$ cat src/rtl/clsr_pkg.sv
`timescale 1ns / 1ps
`default_nettype none

package clsr_pkg;

	// Shuffle table geometry
	localparam int TABLE_ENTRIES = 32;
	localparam int IDX_W         = $clog2(TABLE_ENTRIES);
	localparam int WARMUP        = TABLE_ENTRIES + 8;
	localparam int CNT_W         = $clog2(WARMUP);

	// Field widths
	localparam int VAL_W  = 31;
	localparam int SEED_W = 32;
	localparam int MUL_W  = 16;
	localparam int PROD_W = VAL_W + MUL_W;
	localparam int FOLD_W = 8;

	// Generator constants: each modulus is 2^31 minus a small fold value
	localparam logic [VAL_W-1:0]  IM1   = 31'd2147483563;
	localparam logic [VAL_W-1:0]  IM2   = 31'd2147483399;
	localparam logic [VAL_W-1:0]  IMM1  = IM1 - 31'd1;
	localparam logic [MUL_W-1:0]  IA1   = 16'd40014;
	localparam logic [MUL_W-1:0]  IA2   = 16'd40692;
	localparam logic [FOLD_W-1:0] FOLD1 = 8'd85;
	localparam logic [FOLD_W-1:0] FOLD2 = 8'd249;

	localparam logic [VAL_W-1:0]  SECOND_RESET = 31'd123456789;
	localparam logic [SEED_W-1:0] SEED_RESET   = 32'hFFFF_FFFF;

	// Slot selection: value / NDIV through a reciprocal and one correction
	localparam longint NDIV_L   = 64'd1 + (64'd2147483562 / TABLE_ENTRIES);
	localparam logic [VAL_W-1:0] NDIV = VAL_W'(NDIV_L);
	localparam int RECIP_W  = 8;
	localparam int RECIP_SH = 32;
	localparam logic [RECIP_W-1:0] RECIP = RECIP_W'((64'd1 << RECIP_SH) / NDIV_L);
	localparam int PD_W  = VAL_W + RECIP_W;
	localparam int Q_W   = PD_W - RECIP_SH;
	localparam int BND_W = Q_W + 1 + VAL_W;

	// Configuration port
	localparam int ADDR_W = 3;
	localparam logic REG_SEED = 1'b0;

endpackage

`default_nettype wire

$ cat src/rtl/clsr_if.sv
`timescale 1ns / 1ps
`default_nettype none

interface clsr_req_if;
	logic valid;
	logic ready;
	logic restart;

	modport source (output valid, output restart, input ready);
	modport sink (input valid, input restart, output ready);
endinterface

interface clsr_res_if import clsr_pkg::*; ();
	logic             valid;
	logic             ready;
	logic [VAL_W-1:0] value;

	modport source (output valid, output value, input ready);
	modport sink (input valid, input value, output ready);
endinterface

`default_nettype wire

$ cat src/rtl/clsr_ram.sv
`timescale 1ns / 1ps
`default_nettype none

module clsr_ram #(
	parameter int WIDTH = 32,
	parameter int DEPTH = 32
) (
	input  wire logic                     clk,
	input  wire logic                     we,
	input  wire logic [$clog2(DEPTH)-1:0] waddr,
	input  wire logic [WIDTH-1:0]         wdata,
	input  wire logic [$clog2(DEPTH)-1:0] raddr,
	output logic      [WIDTH-1:0]         rdata
);

	logic [WIDTH-1:0] mem_q [DEPTH];
	logic [WIDTH-1:0] rdata_q;

	always_ff @(posedge clk) begin
		if (we) begin
			mem_q[waddr] <= wdata;
		end
		rdata_q <= mem_q[raddr];
	end

	assign rdata = rdata_q;

endmodule

`default_nettype wire

$ cat src/rtl/combined_lcg_shuffle_rng.sv
`timescale 1ns / 1ps
`default_nettype none

// Combined congruential generator with a shuffle table. Each beat on req asks for one draw
// and yields one beat on rsp carrying a 31-bit value in 1..2147483562; the uniform variate
// is value / 2147483563, formed and clamped by the consumer. Two multiplicative generators
// (moduli 2^31-85 and 2^31-249) are advanced by a multiply followed by a fold-and-subtract
// reduction, and the first generator refills one slot of a 32-entry table held in a
// synchronous RAM; the slot is picked by the previous output. A draw runs from acceptance
// to the result register through a multiply, a reduction, a RAM read and a combine that
// writes the slot back. The next request is taken only once the block is back in idle, so
// draws do not overlap. When the first generator is zero or negative at the start of a draw
// (so after reset unless that draw restarts on a positive seed, or after a restart beat with
// a seed register at zero or below), 40 warm-up steps, each a multiply and a reduction, run
// first. The result register decouples the output: a new request is taken while a result
// still waits, and the block only holds in its last step if that register is still full.
// The seed register sits at APB byte address 0; write it only while no draw is in flight.
module combined_lcg_shuffle_rng import clsr_pkg::*; (
	input  wire logic              clk,
	input  wire logic              arst_n,
	clsr_req_if.sink               req,
	clsr_res_if.source             rsp,
	input  wire logic              psel,
	input  wire logic              penable,
	input  wire logic              pwrite,
	input  wire logic [ADDR_W-1:0] paddr,
	input  wire logic [SEED_W-1:0] pwdata,
	output logic      [SEED_W-1:0] prdata,
	output logic                   pready
);

	typedef enum logic [2:0] {
		S_IDLE,
		S_INIT_MUL,
		S_INIT_RED,
		S_MUL,
		S_RED,
		S_RA,
		S_RD
	} state_t;

	// Product modulo (2^31 - c): fold the bits above bit 30 back in times c, then one
	// conditional subtract, since the folded sum always stays below twice the modulus.
	function automatic logic [VAL_W-1:0] fold_mod(input logic [PROD_W-1:0] p,
			input logic [FOLD_W-1:0] c, input logic [VAL_W-1:0] m);
		logic [VAL_W:0] hc;
		logic [VAL_W:0] s;
		hc = (VAL_W+1)'(p[PROD_W-1:VAL_W]) * (VAL_W+1)'(c);
		s  = {1'b0, p[VAL_W-1:0]} + hc;
		if (s >= {1'b0, m}) begin
			s = s - {1'b0, m};
		end
		return s[VAL_W-1:0];
	endfunction

	// Starting value for a re-seed: zero becomes one, the most negative code saturates.
	function automatic logic [VAL_W-1:0] seed_mag(input logic [SEED_W-1:0] g);
		logic [SEED_W-1:0] n;
		n = ~g + SEED_W'(1);
		if (g == '0) begin
			return VAL_W'(1);
		end else if (g == {1'b1, {(SEED_W-1){1'b0}}}) begin
			return {VAL_W{1'b1}};
		end else begin
			return n[VAL_W-1:0];
		end
	endfunction

	state_t              state_q;
	logic [SEED_W-1:0]   seed_q;
	logic [SEED_W-1:0]   g1_q;      // first generator, signed
	logic [VAL_W-1:0]    g2_q;      // second generator
	logic [VAL_W-1:0]    last_q;    // previous output, picks the slot
	logic [VAL_W-1:0]    res_q;
	logic                res_valid_q;
	logic [PROD_W-1:0]   p1_q;
	logic [PROD_W-1:0]   p2_q;
	logic [PD_W-1:0]     pd_q;
	logic [IDX_W-1:0]    idx_q;
	logic [CNT_W-1:0]    cnt_q;
	logic [TABLE_ENTRIES-1:0] vld_q;

	logic                req_fire;
	logic                rsp_free;
	logic                cfg_wr;
	logic [SEED_W-1:0]   g1_pick;
	logic                g1_nonpos;
	logic [VAL_W-1:0]    g1_fix;
	logic [VAL_W-1:0]    red1;
	logic [VAL_W-1:0]    red2;
	logic [Q_W-1:0]      q0;
	logic [Q_W:0]        qn;
	logic [Q_W:0]        qsel;
	logic [BND_W-1:0]    bnd;
	logic [IDX_W-1:0]    idx_nx;
	logic [VAL_W-1:0]    ram_rdata;
	logic [VAL_W-1:0]    entry;
	logic [VAL_W+1:0]    diff;
	logic [VAL_W+1:0]    diff_adj;
	logic [VAL_W-1:0]    draw_val;
	logic                ram_we;
	logic [IDX_W-1:0]    ram_waddr;
	logic [VAL_W-1:0]    ram_wdata;
	logic                init_wr;
	logic                draw_done;

	// Handshakes
	assign req.ready = (state_q == S_IDLE);
	assign req_fire  = req.valid & req.ready;
	assign rsp_free  = ~res_valid_q | rsp.ready;
	assign rsp.valid = res_valid_q;
	assign rsp.value = res_q;

	// APB: always ready, seed readable at its own address
	assign pready = 1'b1;
	assign cfg_wr = psel & penable & pwrite & pready & (paddr[2] == REG_SEED);
	assign prdata = (paddr[2] == REG_SEED) ? seed_q : '0;

	// Restart takes the seed; a non-positive start triggers the warm-up sweep
	assign g1_pick   = req.restart ? seed_q : g1_q;
	assign g1_nonpos = g1_pick[SEED_W-1] | (g1_pick == '0);
	assign g1_fix    = seed_mag(g1_pick);

	// Reductions of the registered products
	assign red1 = fold_mod(p1_q, FOLD1, IM1);
	assign red2 = fold_mod(p2_q, FOLD2, IM2);

	// Slot index: the reciprocal estimate is low by at most one, so step it up once
	// if the next multiple of the divisor is still reached, then clamp as a guard.
	assign q0   = pd_q[PD_W-1:RECIP_SH];
	assign qn   = {1'b0, q0} + (Q_W+1)'(1);
	assign bnd  = BND_W'(qn) * BND_W'(NDIV);
	assign qsel = (BND_W'(last_q) >= bnd) ? qn : {1'b0, q0};
	assign idx_nx = (qsel >= (Q_W+1)'(TABLE_ENTRIES)) ? IDX_W'(TABLE_ENTRIES - 1)
			: qsel[IDX_W-1:0];

	// Slot contents minus second generator, wrapped into 1..IM1-1
	assign entry    = vld_q[idx_q] ? ram_rdata : '0;
	assign diff     = {2'b00, entry} - {2'b00, g2_q};
	assign diff_adj = (diff[VAL_W+1] || diff == '0) ? diff + {2'b00, IMM1} : diff;
	assign draw_val = diff_adj[VAL_W-1:0];

	// Table writes: warm-up fills from the top slot down, a draw refills its slot
	assign init_wr   = (state_q == S_INIT_RED) && (cnt_q < CNT_W'(TABLE_ENTRIES));
	assign draw_done = (state_q == S_RD) && rsp_free;
	assign ram_we    = init_wr | draw_done;
	assign ram_waddr = init_wr ? cnt_q[IDX_W-1:0] : idx_q;
	assign ram_wdata = init_wr ? red1 : g1_q[VAL_W-1:0];

	clsr_ram #(
		.WIDTH (VAL_W),
		.DEPTH (TABLE_ENTRIES)
	) u_table (
		.clk   (clk),
		.we    (ram_we),
		.waddr (ram_waddr),
		.wdata (ram_wdata),
		.raddr (idx_q),
		.rdata (ram_rdata)
	);

	always_ff @(posedge clk or negedge arst_n) begin
		if (!arst_n) begin
			state_q     <= S_IDLE;
			seed_q      <= SEED_RESET;
			g1_q        <= '0;
			g2_q        <= SECOND_RESET;
			last_q      <= '0;
			res_q       <= '0;
			res_valid_q <= 1'b0;
			p1_q        <= '0;
			p2_q        <= '0;
			pd_q        <= '0;
			idx_q       <= '0;
			cnt_q       <= '0;
			vld_q       <= '0;
		end else begin
			if (cfg_wr) begin
				seed_q <= pwdata;
			end

			// Load a finished draw, else drop the result once the consumer has taken the beat
			if (draw_done) begin
				res_valid_q <= 1'b1;
			end else if (res_valid_q && rsp.ready) begin
				res_valid_q <= 1'b0;
			end

			case (state_q)
				S_IDLE: begin
					if (req_fire) begin
						if (g1_nonpos) begin
							g1_q    <= {1'b0, g1_fix};
							g2_q    <= g1_fix;
							cnt_q   <= CNT_W'(WARMUP - 1);
							state_q <= S_INIT_MUL;
						end else begin
							g1_q    <= g1_pick;
							state_q <= S_MUL;
						end
					end
				end
				S_INIT_MUL: begin
					p1_q    <= PROD_W'(IA1) * PROD_W'(g1_q[VAL_W-1:0]);
					state_q <= S_INIT_RED;
				end
				S_INIT_RED: begin
					g1_q <= {1'b0, red1};
					if (init_wr) begin
						vld_q[cnt_q[IDX_W-1:0]] <= 1'b1;
					end
					if (cnt_q == '0) begin
						// Slot zero was just written: it seeds the slot selection
						last_q  <= red1;
						state_q <= S_MUL;
					end else begin
						cnt_q   <= cnt_q - CNT_W'(1);
						state_q <= S_INIT_MUL;
					end
				end
				S_MUL: begin
					p1_q    <= PROD_W'(IA1) * PROD_W'(g1_q[VAL_W-1:0]);
					p2_q    <= PROD_W'(IA2) * PROD_W'(g2_q);
					pd_q    <= PD_W'(last_q) * PD_W'(RECIP);
					state_q <= S_RED;
				end
				S_RED: begin
					g1_q    <= {1'b0, red1};
					g2_q    <= red2;
					idx_q   <= idx_nx;
					state_q <= S_RA;
				end
				S_RA: begin
					// Table read in flight
					state_q <= S_RD;
				end
				S_RD: begin
					// Hold here while the previous result still waits
					if (rsp_free) begin
						last_q       <= draw_val;
						res_q        <= draw_val;
						vld_q[idx_q] <= 1'b1;
						state_q      <= S_IDLE;
					end
				end
				default: begin
					state_q <= S_IDLE;
				end
			endcase
		end
	end

endmodule

`default_nettype wire

$ cat src/flat_wrapper.sv
// flat-port wrapper written by rule: the top's interface ports become plain ports
module combined_lcg_shuffle_rng_flat import clsr_pkg::*;
  (clk, arst_n, psel, penable, pwrite, paddr, pwdata, prdata, pready, req_valid, req_restart, req_ready, rsp_valid, rsp_value, rsp_ready);
  clsr_req_if req_i ();
  clsr_res_if rsp_i ();
  input  wire logic clk;
  input  wire logic arst_n;
  input  wire logic psel;
  input  wire logic penable;
  input  wire logic pwrite;
  input  wire logic [ADDR_W-1:0] paddr;
  input  wire logic [SEED_W-1:0] pwdata;
  output logic      [SEED_W-1:0] prdata;
  output logic pready;
  input wire logic [$bits(req_i.valid)-1:0] req_valid;
  input wire logic [$bits(req_i.restart)-1:0] req_restart;
  output wire logic [$bits(req_i.ready)-1:0] req_ready;
  output wire logic [$bits(rsp_i.valid)-1:0] rsp_valid;
  output wire logic [$bits(rsp_i.value)-1:0] rsp_value;
  input wire logic [$bits(rsp_i.ready)-1:0] rsp_ready;
  assign req_i.valid = req_valid;
  assign req_i.restart = req_restart;
  assign req_ready = req_i.ready;
  assign rsp_valid = rsp_i.valid;
  assign rsp_value = rsp_i.value;
  assign rsp_i.ready = rsp_ready;
  combined_lcg_shuffle_rng u_core (.clk(clk), .arst_n(arst_n), .req(req_i), .rsp(rsp_i), .psel(psel), .penable(penable), .pwrite(pwrite), .paddr(paddr), .pwdata(pwdata), .prdata(prdata), .pready(pready));
endmodule
$ cat config.mk
export PLATFORM = sky130hd
export DESIGN_NAME = combined_lcg_shuffle_rng_flat
export DESIGN_NICKNAME = d
export VERILOG_FILES = /design/src/rtl/clsr_pkg.sv /design/src/rtl/clsr_if.sv /design/src/rtl/clsr_ram.sv /design/src/rtl/combined_lcg_shuffle_rng.sv /design/src/flat_wrapper.sv
export SDC_FILE = /design/constraint.sdc
export NUM_CORES = 2
export LEC_CHECK = 0
export ABC_AREA = 1
export BUFFER_PORTS_ARGS = -buffer_cell sky130_fd_sc_hd__buf_4
export CAP_MARGIN = 10
export CORE_MARGIN = 2
export CORE_UTILIZATION = 58
export CTS_CLUSTER_SIZE = 20
export DETAILED_ROUTE_END_ITERATION = 8
export GPL_TIMING_DRIVEN = 1
export PLACE_DENSITY_LB_ADDON = 0.08
export SYNTH_ARGS = -nofsm -noshare
export SYNTH_HDL_FRONTEND = slang
export SYNTH_HIERARCHICAL = 1
export SYNTH_SLANG_ARGS = --single-unit
$ cat constraint.sdc
create_clock -name clk -period 9.3 [get_ports clk]
set_input_delay 1.86 -clock clk [delete_from_list [all_inputs] [get_ports clk]]
set_output_delay 1.86 -clock clk [all_outputs]
set_load 0.01 [all_outputs]
# After elaboration in Yosys (flattened, before gate mapping)

Memory sizes are Yosys's and may differ from the RTL's. A register that Yosys moved wholly into a read port is not among the register bits.
Cells that the tools add are included.

Register bits after elaboration: 326
Bits in writable memories: 992
Output and inout port bits: 66
Memories: 1

Add/subtract/negate cells: 9
Multiply operators: 5
Magnitude comparators: 9
Equality and inequality tests: 13
Muxes and demuxes: 43
Bitwise operators: 12
Reductions and logical operators: 24

Memories:

| name                 | words | width | rd ports | clocked after memory_dff | wr ports | RTL line       | text |
|---|---|---|---|---|---|---|---|
| u_core.u_table.mem_q | 32    | 31    | 1        | 1                        | 1        | clsr_ram.sv:16 | `logic [WIDTH-1:0] mem_q [DEPTH];` |

Operator list:

| operator               | count |
|---|---|
| $mux 31                | 11 |
| $mux 32                | 6 |
| $pmux 32 s2            | 2 |
| $pmux 31 s2            | 2 |
| $ge 32x31->1 const B   | 2 |
| $or 32x32->32          | 2 |
| $sub 31x31->31 const B | 2 |
| $mul 15x31->46 const A | 1 |
| $mul 14x31->45 const A | 1 |
| $ge 31x34->1           | 1 |
| $logic_not 33->1       | 1 |
| $mul 8x25->33 const B  | 1 |
| $add 31x23->32         | 1 |
| $add 31x24->32         | 1 |
| $eq 32x32->1 const B   | 1 |
| $logic_not 32->1       | 1 |
| $sub 31x31->32         | 1 |
| $add 31x1->31 const B  | 1 |
| $add 31x31->31 const B | 1 |
| $not 31->31            | 1 |
| $mul 16x8->24 const B  | 1 |
| $mul 16x7->23 const B  | 1 |
| $pmux 3 s7             | 1 |
| $mux 6                 | 3 |
| 31 further kinds       | 69 |

# Longest topological paths before layout

Depth in word-level cells: 9
Gate-level depth with buffers: 34
Gate-level depth less buffers: 33

# Cells and area by module

The synthesis kept the hierarchy.

By module, submodules not included:

| module                   | instances | cells an instance | area each (um2) |
|---|---|---|---|
| combined_lcg_shuffle_rng | 1         | 6576              | 47151.5 |
| clsr_ram                 | 1         | 3426              | 40680.3 |

# Worst setup path before layout

OpenSTA, ideal clock, no wires.

Path type: register -> register
Start point: register u_core.pd_q[32]
End point: register u_core.idx_q[0]
Library setup time: 0.066 ns
Data arrival time: 6.034 ns
Path slack: 3.200 ns
Cell stages (with the launch flop): 27
Path buffers: 0
Clock period less this slack: 6.100 ns
Cells stage by stage: dfrtp_1 ha_1 nand3_1 xor2_1 fa_1 inv_1 fa_1 xor2_1 ha_1 a21oi_1 inv_1 ha_1 inv_1 o21ai_0 a31oi_1 inv_1 fa_1 inv_1 ha_1 nand3_1 nor2_1 a211o_1 nand3_1 nand3_1 nand2_1 nand3_1 nand2_1

Longest elaborated chain between the ends: 6

Ends and longest elaborated chain:

| what                   | RTL line                        | text |
|---|---|---|
| from (decl)            | combined_lcg_shuffle_rng.sv:78  | `logic [PD_W-1:0] pd_q;` |
| from (signal assigned) | combined_lcg_shuffle_rng.sv:224 | `pd_q <= PD_W'(last_q) * PD_W'(RECIP);` |
| $add 5x1->6            | combined_lcg_shuffle_rng.sv:131 | `assign qn = {1'b0, q0} + (Q_W+1)'(1);` |
| $mul 8x25->33          | combined_lcg_shuffle_rng.sv:132 | `assign bnd = BND_W'(qn) * BND_W'(NDIV);` |
| $ge 31x34->1           | combined_lcg_shuffle_rng.sv:133 | `assign qsel = (BND_W'(last_q) >= bnd) ? qn : {1'b0, q0};` |
| $mux 8 *               | combined_lcg_shuffle_rng.sv:133 |  |
| $ge 8x6->1             | combined_lcg_shuffle_rng.sv:134 | `assign idx_nx = (qsel >= (Q_W+1)'(TABLE_ENTRIES)) ? IDX_W'(TABLE_ENTRIES - 1)` |
| $mux 5 *               | combined_lcg_shuffle_rng.sv:134 |  |
| to (signal assigned)   | combined_lcg_shuffle_rng.sv:230 | `idx_q <= idx_nx;` |
| to (decl)              | combined_lcg_shuffle_rng.sv:79  | `logic [IDX_W-1:0] idx_q;` |

Mark *: on every way between the ends. The rest lies on a longest branch, timed or not.
A chain may end at the register's enable or synchronous reset.

# Worst setup path after layout

Start point: register u_core.pd_q[32]
End point: register u_core.idx_q[3]

The elaborated chain is that of the path after synthesis.

==> flow_summary.toml <==
[run_status]
status = "completed"

[detailed_routing]
drtIter0Drc = 7839
vias = 70400
dr.pass1.iters = 7
wirelength_microns = 276000
drc_errors = 0
antenna_left = 0
viasPerCell = 5.80
post_drt_wl_per_cell_microns = 22.7

[timing]
max_freq_mhz = 141
tns_ns = 0
maxSlewViolCount = 0
hold_violations = 0
fin_crit_sh_pct = 76.5
fin_crit_ns = 7.11
setup_viol = 0
worst_pin_slew_ns = 1.21
finClkSkew_ns = 0.0754
rsz0062_at_grt = "no"
final.setup.worst_slack_ns = 2.19
slew_headroom_pct = 19.5

[floorplan]
dieArea_sq_um = 155000
rows = 142
initial_core_util_pct = 58.5
core-area_sq_um = 150000
die_w_microns = 393
die_h_microns = 393
pin_count = 109

[clock_network]
h-tree-depth = 4
clockRootBuffer = "clkbuf_16"
cts_setup_buffers = 0
clk_latency_ns = 0.84
postCtsResizedCells = 0
cts_sinks = 1323
numCtsBuffers = 141
cts_hold_buffers = 0
cts_tree = "yes"
cts.clk_slew.worst_paths_ns = 0.07
clockBufferDepth = 3

[setup_path]
reg2reg_from = "u_core/pd_q[32]"
ff2ff_path_depth = 27
critPathLaunchType = "flop"
r2r_slack_ns = 2.19
r2r_end = "u_core/idx_q[3]"
critical_path.max_fanout = 7
end_kind = "flop"
path_class = "reg -> reg"
critical_path_arrival_ns = 7.82
crit_required_ns = 10.00

[placed_design]
place_congestion = 0.966
dp_slack_ns = 2.25
portBuffers = 105
dp_cells = 11900
dp_hpwl_microns = 197000

[yosys]
synthTopCellsByArea = "edfxtp_1 34%, nand2_1 13%, fa_1 11%"
ys_ff_latch = 1323
post-synth-top-area-fraction_pct = 33.9
synth_edf_count = 992
avgSynthCellArea_sq_um = 8.78
async_flop_share_pct = 22.7
synth_seq_area_share_pct = 43.2
syn-instance-count = 10000
synth.distinct_cells = 69
netlist_area_sq_um = 87800
synthFlopType = "edfxtp_1"
syn-num-nets = 11100
ys_warn_count = 6
yosysTopAreaCell = "edfxtp_1"

[global_routing]
first_global_vias = 67100
grt_max_degree = 169
gr-usage-all-layers_pct = 36.0
grt_antenna_before_repair = 23
grt_overflow = 0
grt_pass1_wl_microns = 415000

[hold_path]
hold_depth = 2
min_from = "u_core/vld_q[30]"
holdPathEnd = "u_core/vld_q[30]"
hold_path.class = "reg -> reg"

[finish]
area_growth_pct = 8.60
final_cells = 12200
fin_nets = 11100
drive_gt1_share_pct = 6.41
fin_util_pct = 63.5

[run]
maxCapViolCount = 0
==> worst max path at each step <==
stage | start | endpoint | depth (start not counted)
finish | u_core/pd_q[32] | u_core/idx_q[3] | 27
CTS | u_core/pd_q[32] | u_core/idx_q[3] | 26
global route | u_core/pd_q[32] | u_core/idx_q[3] | 27
floorplan | u_core/pd_q[32] | u_core/idx_q[0] | 26
detailed placement | u_core/pd_q[32] | u_core/idx_q[3] | 26
global placement | u_core/pd_q[32] | u_core/idx_q[3] | 27
==> registers in the layout, indices dropped and copies added (netlist names) <==
name                  count
u_core/cnt_q              6
u_core/g1_q              32
u_core/g2_q              31
u_core/idx_q              5
u_core/last_q            31
u_core/p1_q              46
u_core/p2_q              45
u_core/pd_q               5
u_core/rsp.valid          1
u_core/rsp.value         31
u_core/seed_q            32
u_core/state_q            3
u_core/u_table/mem_q    992
u_core/u_table/rdata     31
u_core/vld_q             32
==> layer usage <==
| metal | global-route usage [%] | part of all wire [%] | vias to the layer above |
|---|---|---|---|
| met2 | 55.8 | 45 | 3081 |
| li1 | - | - | 32600 |
| met1 | 51.1 | 42 | 34200 |
| met4 | 13.8 | 4.1 | 26 |
| met3 | 6.07 | 9.0 | 507 |
| met5 | 0 | 0.060 | - |
==> worst max-delay path: stages (launching register included) <==
cell      delay [ns]
dfrtp_1         0.47
ha_1            0.27
nand3_1         0.11
xor2_1          0.51
fa_1            0.60
inv_1           0.22
fa_1            0.51
xor2_1          0.17
ha_1            0.18
a21oi_1         0.45
inv_1           0.26
ha_1            0.48
nand2_1         0.08
o21ai_0         0.31
inv_1           0.14
fa_1            0.38
inv_1           0.07
ha_1            0.23
nand2_1         0.09
nor2_1          0.05
a211oi_1        0.23
o221a_2         0.25
nor3_1          0.05
nor2_1          0.33
nand3_1         0.26
nand2_1         0.14
nand3_1         0.09
nand2_1         0.09
==> per-stage QoR <==
stage	hold slack (ns)	instance area (sq um)
4_1_cts	0.451	95300
3_3_place_gp	0.433	90600
2_1_floorplan	0.422	87800
5_1_grt	0.467	95400
3_5_place_dp	0.438	90600
6_report	0.453	95400
==> cell families after synthesis <==
group / share of synthesized area [%]
other cells: 0.00427
compound gates: 5.09
buf+inv: 7.94
simple gates: 24.0
fa+ha+maj: 18.3
xor+xnor: 1.36
flops: 43.2
==> synthesized netlist by cell type, types with 4 or more instances <==
master	n
dfxtp_1	31
buf_4	44
nor2_4	8
o221ai_1	12
edfxtp_1	992
a21o_1	7
inv_1	1366
nand2_2	32
o21a_1	14
a21boi_0	8
and2_1	9
o21ai_1	34
a22oi_1	31
ha_1	544
nor2_1	569
nor3_1	57
xor2_1	84
a221oi_1	4
o22ai_1	15
nor2_2	8
buf_1	25
o21ai_0	261
o21ai_2	5
nand4_1	90
or2_2	17
o21bai_1	27
nand3_1	1194
fa_1	465
and3_1	7
xnor2_1	47
dfstp_2	48
clkinv_1	8
nand3_2	8
a21oi_1	257
nand3b_1	19
o211ai_1	20
nand2_1	2975
inv_2	26
nor4_1	4
dfrtp_1	252
clkbuf_1	104
buf_6	16
a31oi_1	84
buf_2	143
==> cell type report <==
cell class              instances  area, sq um
diodes                          1         2.50
clock buffers                 180         3740
clock inverters                83          981
fillers                     12800        54800
inverters                    1400         5270
multi-input cells            6946        43200
flip-flops and latches       1323        38000
well taps                    2016         2520
repair buffers                205         1620
==> cell usage in the layout, fill, tap and decap left out, types with 57 or more instances in the layout <==
cell type	n
fa_1	465
a31oi_1	84
clkbuf_16	141
nand3_1	1194
nor3_1	57
o21ai_0	245
nand2_1	2974
nand4_1	90
buf_4	198
dfrtp_1	247
nor2_1	531
xor2_1	84
ha_1	544
edfxtp_1	992
a21oi_1	257
inv_1	1366
Power is not shown: default switching activity piles up to over one toggle a cycle in this logic, so the estimate is an artifact.
